`src/sv/gbs_pkg.sv`:
```
// Shared types and constants for the greedy box suppression block
package gbs_pkg;

   localparam int MAX_BOXES = 64;
   localparam int CNT_W     = $clog2(MAX_BOXES + 1);
   localparam int COORD_W   = 16;
   localparam int SCORE_W   = 16;
   localparam int THR_W     = 17;
   localparam logic [THR_W-1:0] THR_RESET = 17'd26214;

   typedef struct packed {
      logic [COORD_W-1:0] left;
      logic [COORD_W-1:0] top;
      logic [COORD_W-1:0] right;
      logic [COORD_W-1:0] bottom;
      logic [SCORE_W-1:0] score;
   } box_type;

   typedef enum logic [2:0] {
      OP_HOLD,
      OP_FROM_PREV,
      OP_NEW,
      OP_FROM_NEXT,
      OP_TAIL
   } cell_op_type;

endpackage

```
`src/sv/gbs_cell.sv`:
```
// One storage cell of the sorted box chain
module gbs_cell (
   input  logic                clock,
   input  gbs_pkg::cell_op_type op,
   input  gbs_pkg::box_type    prev_box,
   input  gbs_pkg::box_type    next_box,
   input  gbs_pkg::box_type    new_box,
   input  gbs_pkg::box_type    tail_box,
   output gbs_pkg::box_type    box
);
   import gbs_pkg::*;

   box_type box_ff;
   box_type box_in;

   always_comb begin
      unique case (op)
         OP_FROM_PREV: box_in = prev_box;
         OP_NEW:       box_in = new_box;
         OP_FROM_NEXT: box_in = next_box;
         OP_TAIL:      box_in = tail_box;
         default:      box_in = box_ff;
      endcase
   end

   always_ff @(posedge clock) begin
      box_ff <= box_in;
   end

   assign box = box_ff;

endmodule

```
`config.mk`:
```
export PLATFORM = sky130hd
export DESIGN_NAME = gbs_cell
export DESIGN_NICKNAME = d
export VERILOG_FILES = /design/src/sv/gbs_pkg.sv /design/src/sv/gbs_cell.sv
export SDC_FILE = /design/constraint.sdc
export NUM_CORES = 1
export LEC_CHECK = 0
export BUFFER_PORTS_ARGS = -buffer_cell sky130_fd_sc_hd__buf_4
export CORE_AREA = 2 2 159 161
export DETAILED_ROUTE_END_ITERATION = 10
export DIE_AREA = 0 0 161 163
export GPL_TIMING_DRIVEN = 0
export MAX_ROUTING_LAYER = met4
export SYNTH_ARGS = -nofsm -noshare
export SYNTH_HDL_FRONTEND = slang
export SYNTH_SLANG_ARGS = --single-unit
```
`constraint.sdc`:
```
create_clock -name clock -period 7.42 [get_ports clock]
set_input_delay 1.113 -clock clock [delete_from_list [all_inputs] [get_ports clock]]
set_output_delay 1.113 -clock clock [all_outputs]
set_load 0.005 [all_outputs]
```
## Word-level counts from Yosys, hierarchy flattened

Cells that the tools add are included.

- Register bits: 80
- Input bits: 324

- Equal/unequal tests: 4
- Multiplexer cells: 1
- Reduce and logical (&&, ||, !) cells: 1

Operators with widths:

| cell | count |
|---|---|
| one-hot mux 80 bit (4 select lines) | 1 |
| equality test 3 x 2 -> 1 bit, second input constant | 2 |
| nonzero test 4 bit | 1 |
| equality test 3 x 1 -> 1 bit, second input constant | 1 |
| equality test 3 bit, second input constant | 1 |

## Depth between registers and ports, before layout

Gate-level depths: netlist of run 1.

- Word-level depth: 2
- Gate-level depth with buffers: 6
- Mapped depth without buffers: 3

## Least setup slack after synthesis of run 1

No wires, ideal clock.

- Path kind: input port to flip-flop
- From: in op[0]
- To: reg box_ff, in the netlist box[0] (enable)
- Setup time: 0.556 ns
- Data arrival time: 5.438 ns
- Data required time: 6.864 ns
- Path buffers: 1
- Stages on the path: 3
- Path slack: 1.426 ns
- Cell sequence: buf_2 nor2_2 xnor2_1

- Longest elaborated chain between the ends: 2

Ends and longest elaborated chain:

| what | line | text |
|---|---|---|
| from (decl) | gbs_cell.sv:4 | `input gbs_pkg::cell_op_type op,` |
| equality test 3 bit, or another cell as far along | gbs_cell.sv:17 | `unique case (op)` |
| nonzero test 4 bit (no line) * | -- |  |
| to (signal assigned) | gbs_cell.sv:27 | `box_ff <= box_in;` |
| to (decl) | gbs_cell.sv:13 | `box_type box_ff;` |

Mark *: on every way between the ends. The rest lies on a longest branch, timed or not.
A chain may end at the register's enable or synchronous reset.

==> flow_metrics.py, run 1 <==
metrics = {
    "clocking": {
        "cts_tree": "yes",
        "cts-resized-gates": 0,
        "clkTransAtPathRegs_ps": 70,
        "cts-root-buf": "clkbuf_16",
        "postCtsSetupBuffers": 0,
        "cts.sinks": 80,
        "hold_buffers": 0,
        "ctsLongestPathBuffers": 2,
        "numCtsBuffers": 9,
        "htreeDepth": 3,
    },
    "timing": {
        "setup-tns-final_ps": 0,
        "rsz0062_at_grt": "false",
        "fmax_ghz": 0.382,
        "finalCritPeriodShare_pct": 35.3,
        "slew_viol_final": 0,
        "finalSetupViolations": 0,
        "timing.final.crit_period_ps": 2620,
        "holdWs_ps": 1100,
        "slew_headroom_pct": 60.8,
        "hold_viol": 0,
        "worstMarginPinSlew_ps": 585,
    },
    "yosys": {
        "avgSynthCellArea_sq_um": 12.9,
        "synthArstFlopShare_pct": 0,
        "yosysSeqAreaShare_pct": 51.7,
        "synth_area_leaders": "edfxtp_1 52%, o221a_1 19%, mux2i_1 17%",
        "synth_cell_types": 12,
        "yosysWarnings": 0,
        "synth.most_common_cell": "nand2_1",
        "synth_nets": 684,
        "synth_top_area_share_pct": 51.7,
        "syn_area_sq_mm": 0.00465,
        "synth_edf_count": 80,
        "ys.flop_type": "edfxtp_1",
        "ys_ff_latch": 80,
        "synthTopCellsByCount": "81 x nand2_1, 80 x edfxtp_1, 80 x mux2i_1, 80 x o221a_1, 16 x clkbuf_1",
        "synthCells": 360,
        "yosys.area.top_type": "edfxtp_1",
    },
    "layout": {
        "final_util_pct": 34.5,
        "fin_nets": 1103,
        "regArea_sq_mm": 0.00240,
        "multi_input_area_sq_mm": 0.00204,
        "synthToLayoutAreaGrowth_pct": 83.3,
        "largest_register_ffs": 80,
        "nFillCells": 2551,
        "drive_above_1_share_pct": 56.6,
        "final_cells": 1115,
    },
    "grt": {
        "grt_use_total_pct": 15.5,
        "antenna_found_initial": 1,
        "gr-total-overflow": 0,
        "grt_max_degree": 16,
        "first_global_vias": 4930,
        "grt_pass1_wl_um": 29600,
    },
    "routing": {
        "avgViaCountPerCell": 4.26,
        "drt-wirelength-per-cell_um": 18.6,
        "vias": 4746,
        "routed_wl_um": 20800,
        "drcViolationCount": 0,
        "drtIter0Drc": 186,
        "first_pass_iters": 4,
        "ant_nets": 0,
    },
    "worst_setup_path": {
        "critPathLaunch": "op[0]",
        "worst_setup_path_end_kind": "register",
        "crit_type": "in -> reg",
        "crit_required_ps": 7510,
        "start_kind": "input pin",
        "path_max_fanout": 10,
        "cp.arrival_ps": 2710,
    },
    "floorplan": {
        "pin_count": 404,
        "core_sq_mm": 0.0247,
        "start_util_pct": 18.8,
        "row_count": 58,
        "die_h_um": 163,
        "dieArea_sq_mm": 0.0262,
        "die_x_um": 161,
    },
    "hold_path": {
        "hp-class": "in -> reg",
        "min-delay-start": "prev_box[73]",
    },
    "pwr": {
        "vdd_drop_max_mv": 0.114,
        "leakage_uw": 0.00383,
        "power_uw": 1570,
        "p_per_area_mw_per_mm2": 184,
    },
    "placed_design": {
        "dpl.hpwl_um": 17100,
        "routabilityCongestion": 0.816,
        "dp_cells": 1098,
        "port_buffers": 402,
    },
    "job": {
        "maxCapViolCount": 0,
    },
    "run_status": {
        "status": "finished, final reports clean",
    },
}
## layer usage
| metal | up-vias | wire [um] | GRT usage (%) |
|---|---|---|---|
| li1 | 2299 | - | - |
| met1 | 2222 | 8190 | 17.8 |
| met2 | 209 | 10900 | 27.4 |
| met3 | 16 | 1480 | 3.85 |
| met4 | 0 | 238 | 3.45 |
| met5 | - | 0 | - |
## worst paths after layout
path | to | depth (start not counted)
worst max-delay path | box[1]$_DFFE_PP_ | 5
worst min-delay path | box[73]$_DFFE_PP_ | 2
## cell type report
class	count	share of cell area [%]
timing repair buffer	408	36.4
sequential	80	28.2
multi-input combinational	245	24.0
tap	330	4.85
clock buffer	10	2.69
buffer	35	2.50
clock inverter	6	1.35
antenna	1	0.0294
## where the power goes
part | internal (uW) | switching [uW]
clock network | 332 | 206
registers | 584 | 18.7
logic | 262 | 163
total | 1180 | 388
## cell usage in the layout (no fill, tap or decap), types with 2 or more instances in the layout
cell	n
buf_2	8
buf_4	405
buf_6	9
buf_8	5
bufinv_16	3
clkbuf_1	17
clkbuf_16	9
edfxtp_1	80
inv_6	2
mux2i_1	80
nand2_1	81
o221a_1	80
## through the flow
step,area (sq um),setup slack [ps]
after floorplan,4650,1430
after global placement,8080,-1410
after detailed placement,8170,4320
after CTS,8520,4680
after global routing,8520,4660
final,8520,4800
## cells by family (layout without fill, tap and decap cells)
kind of cell | Yosys count | in the layout | share of synthesized area, %
xor gates and xnor gates | 1 | 1 | 0.188
and+or+nand+nor | 83 | 83 | 6.81
DFF | 80 | 80 | 51.7
muxes | 80 | 80 | 17.2
AOI/OAI and AO/OA | 81 | 81 | 19.5
other | 0 | 1 | 0
buffers and inverters | 35 | 459 | 4.57
## critical path, cell delays in order
cell	delay, ps
buf_2	220
nor2_2	230
nand2_1	380
clkbuf_1	390
o221a_1	360
(Power assumes the default switching activity.)
==> inputs of run 2 (changes only) <==
- CORE_AREA: 2 2 159 161 -> 2 2 158 160
- DIE_AREA: 0 0 161 163 -> 0 0 160 162
- clock period: 7.42 -> 2.4 ns (I/O delays scaled with it)
==> run 2 against run 1 <==
  * Wire length is 3.0% lower
  * Global-route usage about the same
  * Cell area is 0.66% lower
  * Combinational power rose to 3.1 times the previous value
  * Clock power rose to 2.6 times the previous value
==> flow_metrics.py, run 2 (synthesis results as in run 1) <==
metrics = {
    "pwr": {
        "switching_share_pct": 25.7,
        "switching_power_uw": 1180,
        "leakage_uw": 0.00380,
        "p_per_area_mw_per_mm2": 544,
        "share_comb_of_total_power_pct": 28.6,
        "p_int_uw": 3420,
        "p_clk_share_pct": 30.8,
        "vdd_drop_max_mv": 0.272,
        "power_frac_seq_pct": 40.6,
    },
    "floorplan": {
        "die_h_um": 162,
        "row_count": 57,
        "start_util_pct": 19.3,
        "die_x_um": 160,
        "dieArea_sq_mm": 0.0259,
        "pin_count": 404,
        "core_sq_mm": 0.0241,
    },
    "layout": {
        "nFillCells": 2460,
        "final_cell_mix": "406 x buf_4, 81 x nand2_1, 80 x mux2i_1, 80 x o221a_1, 80 x edfxtp_1",
        "final_common_cell": "buf_4",
        "multi_input_area_sq_mm": 0.00206,
        "antenna_cells": 0,
        "drive_above_1_share_pct": 56.5,
        "synthToLayoutAreaGrowth_pct": 82.1,
        "regArea_sq_mm": 0.00240,
        "largest_register_ffs": 80,
        "fin_nets": 1100,
        "final_cells": 1105,
    },
    "timing": {
        "slew_headroom_pct": 54.2,
        "rsz0062_at_grt": "false",
        "finalCritPeriodShare_pct": 79.4,
        "timing.final.crit_period_ps": 1910,
        "worstMarginPinSlew_ps": 688,
        "finalSetupViolations": 0,
        "hold_viol": 0,
        "slew_viol_final": 0,
        "finalWorstSetupSlack_ps": 494,
        "fmax_ghz": 0.525,
    },
    "clocking": {
        "hold_buffers": 0,
        "postCtsSetupBuffers": 0,
        "htreeDepth": 3,
        "cts_tree": "yes",
        "cts-root-buf": "clkbuf_16",
        "ctsLongestPathBuffers": 2,
        "numCtsBuffers": 9,
        "cts.sinks": 80,
        "clkTransAtPathRegs_ps": 70,
        "cts-resized-gates": 0,
    },
    "run_status": {
        "status": "finished, final reports clean",
    },
    "hold_path": {
        "min-delay-start": "prev_box[46]",
        "hp-class": "in -> reg",
        "holdPathEnd": "box[46]$_DFFE_PP_",
        "hold_depth": 2,
    },
    "grt": {
        "grt_use_total_pct": 15.5,
        "antenna_found_initial": 0,
        "met1_usage_pct": 19.4,
        "grt_use_met2_pct": 25.9,
        "gr-total-overflow": 0,
        "busiest_layer": "met2",
        "use_met3_pct": 3.01,
        "grt_pass1_wl_um": 29400,
        "first_global_vias": 5048,
        "grt_max_degree": 28,
    },
    "routing": {
        "drtIter0Drc": 186,
        "routed_wl_um": 20100,
        "ant_nets": 0,
        "vias": 4745,
        "first_pass_iters": 4,
        "drcViolationCount": 0,
        "avgViaCountPerCell": 4.29,
        "drt-wirelength-per-cell_um": 18.2,
    },
    "placed_design": {
        "port_buffers": 402,
        "post-place-ws_ps": 63.3,
        "dpl.hpwl_um": 16600,
        "routabilityCongestion": 0.845,
        "dp_cells": 1089,
    },
    "worst_setup_path": {
        "start_kind": "input pin",
        "cp.arrival_ps": 1980,
        "crit_slowest_cell": "clkbuf_1",
        "worst_setup_path_end_kind": "register",
        "path_max_fanout": 10,
        "crit_type": "in -> reg",
        "cpPeakStageDelay_ps": 410,
        "crit_required_ps": 2470,
        "worstPathCellList": "buf_4 > nor2_4 > nand2_1 > clkbuf_1 > o221a_1",
    },
    "job": {
        "maxCapViolCount": 0,
    },
}
run 2: layer usage:
metal | up-vias | wire [um] | part of all wire [%]
met2 | 249 | 10100 | 50
met5 | - | 0 | 0
met4 | 0 | 294 | 1.5
met3 | 19 | 1350 | 6.7
met1 | 2181 | 8440 | 42
li1 | 2296 | - | -
run 2: area by class of cell:
| type | instances | share of cell area, % |
|---|---|---|
| repair buffers | 405 | 36.5 |
| flip-flops and latches | 80 | 28.4 |
| multi-input cells | 245 | 24.3 |
| well taps | 324 | 4.79 |
| clock buffers | 9 | 2.66 |
| plain buffers | 35 | 2.54 |
| clock inverters | 7 | 0.857 |
run 2: per-stage QoR:
step,area [sq um],hold WS (ps),power [uW],utilization (%),setup TNS (ps)
floorplan,4680,611,2310,-,0
global placement,8100,695,3220,33.6,-71610
detailed placement,8170,701,3240,33.9,0
CTS,8460,334,4700,35.1,0
global route,8460,341,4840,35.1,0
finish,8460,351,4610,35.1,0
run 2: worst max path at each step:
stage,start,slack (ps),endpoint,cells past startpoint
2_1_floorplan,op[0],20,box[0]$_DFFE_PP_,3
3_3_place_gp,op[0],-910,box[38]$_DFFE_PP_,3
3_5_place_dp,op[0],60,box[51]$_DFFE_PP_,5
4_1_cts,op[0],430,box[51]$_DFFE_PP_,5
5_1_grt,op[0],350,box[51]$_DFFE_PP_,5
6_report,op[0],490,box[51]$_DFFE_PP_,5
run 2: power by group through the flow:
stage | sequential (uW) | clock [uW] | combinational, uW
floorplan | 1930 | 0 | 384
global placement | 1910 | 0 | 1310
detailed placement | 1900 | 0 | 1340
CTS | 1870 | 1490 | 1340
global route | 1890 | 1530 | 1420
finish | 1870 | 1420 | 1320
run 2: worst max-delay path, delay by kind of cell:
kind	cells	cell delay, ps
simple gates	2	600
compound gates	1	390
buf+inv	2	610
==> inputs of run 3 (changes only) <==
- CORE_AREA: 2 2 158 160 -> 2 2 159 161
- DIE_AREA: 0 0 160 162 -> 0 0 161 163
- clock period: 2.4 -> 1.8 ns (I/O delays scaled with it)
==> run 3 against run 2 <==
  * Hold slack got worse by 100 ps
  * Utilization is 0.70 points lower
  * Critical path depth increased by 2
  * Global-route usage grew 0.30 points
  * Cell area increased by 0.31%
  * Highest routed layer unchanged
==> flow_metrics.py, run 3 (synthesis results as in run 1) <==
metrics = {
    "run_status": {
        "status": "finished, final reports clean",
    },
    "floorplan": {
        "pin_count": 404,
        "row_count": 58,
        "core_sq_mm": 0.0247,
        "start_util_pct": 18.8,
        "die_x_um": 161,
        "dieArea_sq_mm": 0.0262,
        "die_h_um": 163,
    },
    "layout": {
        "synthToLayoutAreaGrowth_pct": 82.6,
        "drive_above_1_share_pct": 57.0,
        "nFillCells": 2528,
        "final_cell_mix": "405 x buf_4, 80 x mux2i_1, 80 x nand2_1, 80 x o221a_1, 80 x edfxtp_1",
        "final_cell_area_sq_mm": 0.00849,
        "fin_nets": 1100,
        "final_common_cell": "buf_4",
        "largest_register_ffs": 80,
        "antenna_cells": 0,
        "final_util_pct": 34.4,
    },
    "pwr": {
        "p_per_area_mw_per_mm2": 737,
        "power_uw": 6260,
        "vdd_drop_max_mv": 0.293,
        "leakage_uw": 0.00381,
    },
    "routing": {
        "routed_wl_um": 21200,
        "ant_nets": 0,
        "drcViolationCount": 0,
        "vias": 4814,
        "avgViaCountPerCell": 4.33,
        "first_pass_iters": 4,
        "drt-wirelength-per-cell_um": 19.0,
        "drtIter0Drc": 237,
    },
    "clocking": {
        "htreeDepth": 3,
        "postCtsSetupBuffers": 0,
        "cts-root-buf": "clkbuf_16",
        "ctsLongestPathBuffers": 2,
        "cts_tree": "yes",
        "clkTransAtPathRegs_ps": 80,
        "hold_buffers": 0,
        "numCtsBuffers": 9,
        "cts-resized-gates": 1,
        "cts.sinks": 80,
    },
    "timing": {
        "rsz0062_at_grt": "false",
        "worstMarginPinSlew_ps": 520,
        "hold_viol": 0,
        "holdWs_ps": 251,
        "finalSetupViolations": 0,
        "fmax_ghz": 0.616,
        "timing.final.crit_period_ps": 1620,
        "finalCritPeriodShare_pct": 90.1,
        "slew_headroom_pct": 65.4,
        "finalWorstSetupSlack_ps": 178,
        "slew_viol_final": 0,
    },
    "worst_setup_path": {
        "cp_top_family": "buffers and inverters",
        "path_max_fanout": 10,
        "cp.arrival_ps": 1780,
        "worst_setup_path_end_kind": "register",
        "cp_common_cell": "buf_4",
        "crit_required_ps": 1960,
        "crit_slowest_cell": "buf_2",
        "start_kind": "input pin",
        "crit_type": "in -> reg",
        "worstPathCellList": "buf_4 > nor2b_1 > buf_2 > a21o_1 > buf_4 > buf_6 > o221a_1",
        "cpPeakStageDelay_ps": 350,
        "path_buf_inv": 4,
    },
    "job": {
        "maxCapViolCount": 0,
    },
    "hold_path": {
        "hp-class": "in -> reg",
    },
    "grt": {
        "grt_pass1_wl_um": 30100,
        "grt_max_degree": 28,
        "first_global_vias": 4970,
        "antenna_found_initial": 0,
        "grt_use_total_pct": 15.8,
        "gr-total-overflow": 0,
    },
    "placed_design": {
        "dpl.hpwl_um": 17200,
        "port_buffers": 402,
        "routabilityCongestion": 0.818,
        "place_area_sq_mm": 0.00817,
        "post-place-ws_ps": -472,
    },
}
[run 3: changes by cell type in the layout (fill, tap and decap cells not counted), moves of 2 or more]
cell	change
clkbuf_1	-2
clkbuf_2	+2
clkinv_4	-2
inv_6	+2
inv_8	+2
[run 3: through the flow]
step | TNS [ps] | std cells
final | 0 | 1111
after global routing | 0 | 1111
after CTS | 0 | 1111
after detailed placement | -19000 | 1095
after global placement | -126760 | 1092
after floorplan | -35650 | 360
[run 3: final timing paths]
path	startpoint	end	slack (ps)	cells past startpoint
setup / recovery	op[2]	box[31]$_DFFE_PP_	180	7
hold / removal	prev_box[6]	box[6]$_DFFE_PP_	250	2
[run 3: per-layer routing]
layer,part of all wire (%),vias up,GRT usage [%],routed length (um)
li1,-,2290,-,-
met1,43,2293,20.0,9080
met2,50,210,25.5,10500
met3,5.6,21,3.34,1180
met4,1.8,0,4.50,382
met5,0,-,-,0
[run 3: layout make-up]
| type | count | area (sq um) | share of cell area, % |
|---|---|---|---|
| repair buffers | 405 | 3080 | 36.3 |
| plain buffers | 35 | 225 | 2.65 |
| multi-input cells | 245 | 2060 | 24.3 |
| clock inverters | 7 | 86.3 | 1.02 |
| well taps | 330 | 413 | 4.86 |
| flip-flops and latches | 80 | 2400 | 28.3 |
| clock buffers | 9 | 225 | 2.65 |
[run 3: report_power, final]
group / internal, uW / leakage [uW] / switching, uW
combinational: 1080 / 0.00288 / 676
sequential: 2410 / 0.000785 / 90.3
clock: 1110 / 0.000150 / 896
total: 4590 / 0.00381 / 1660
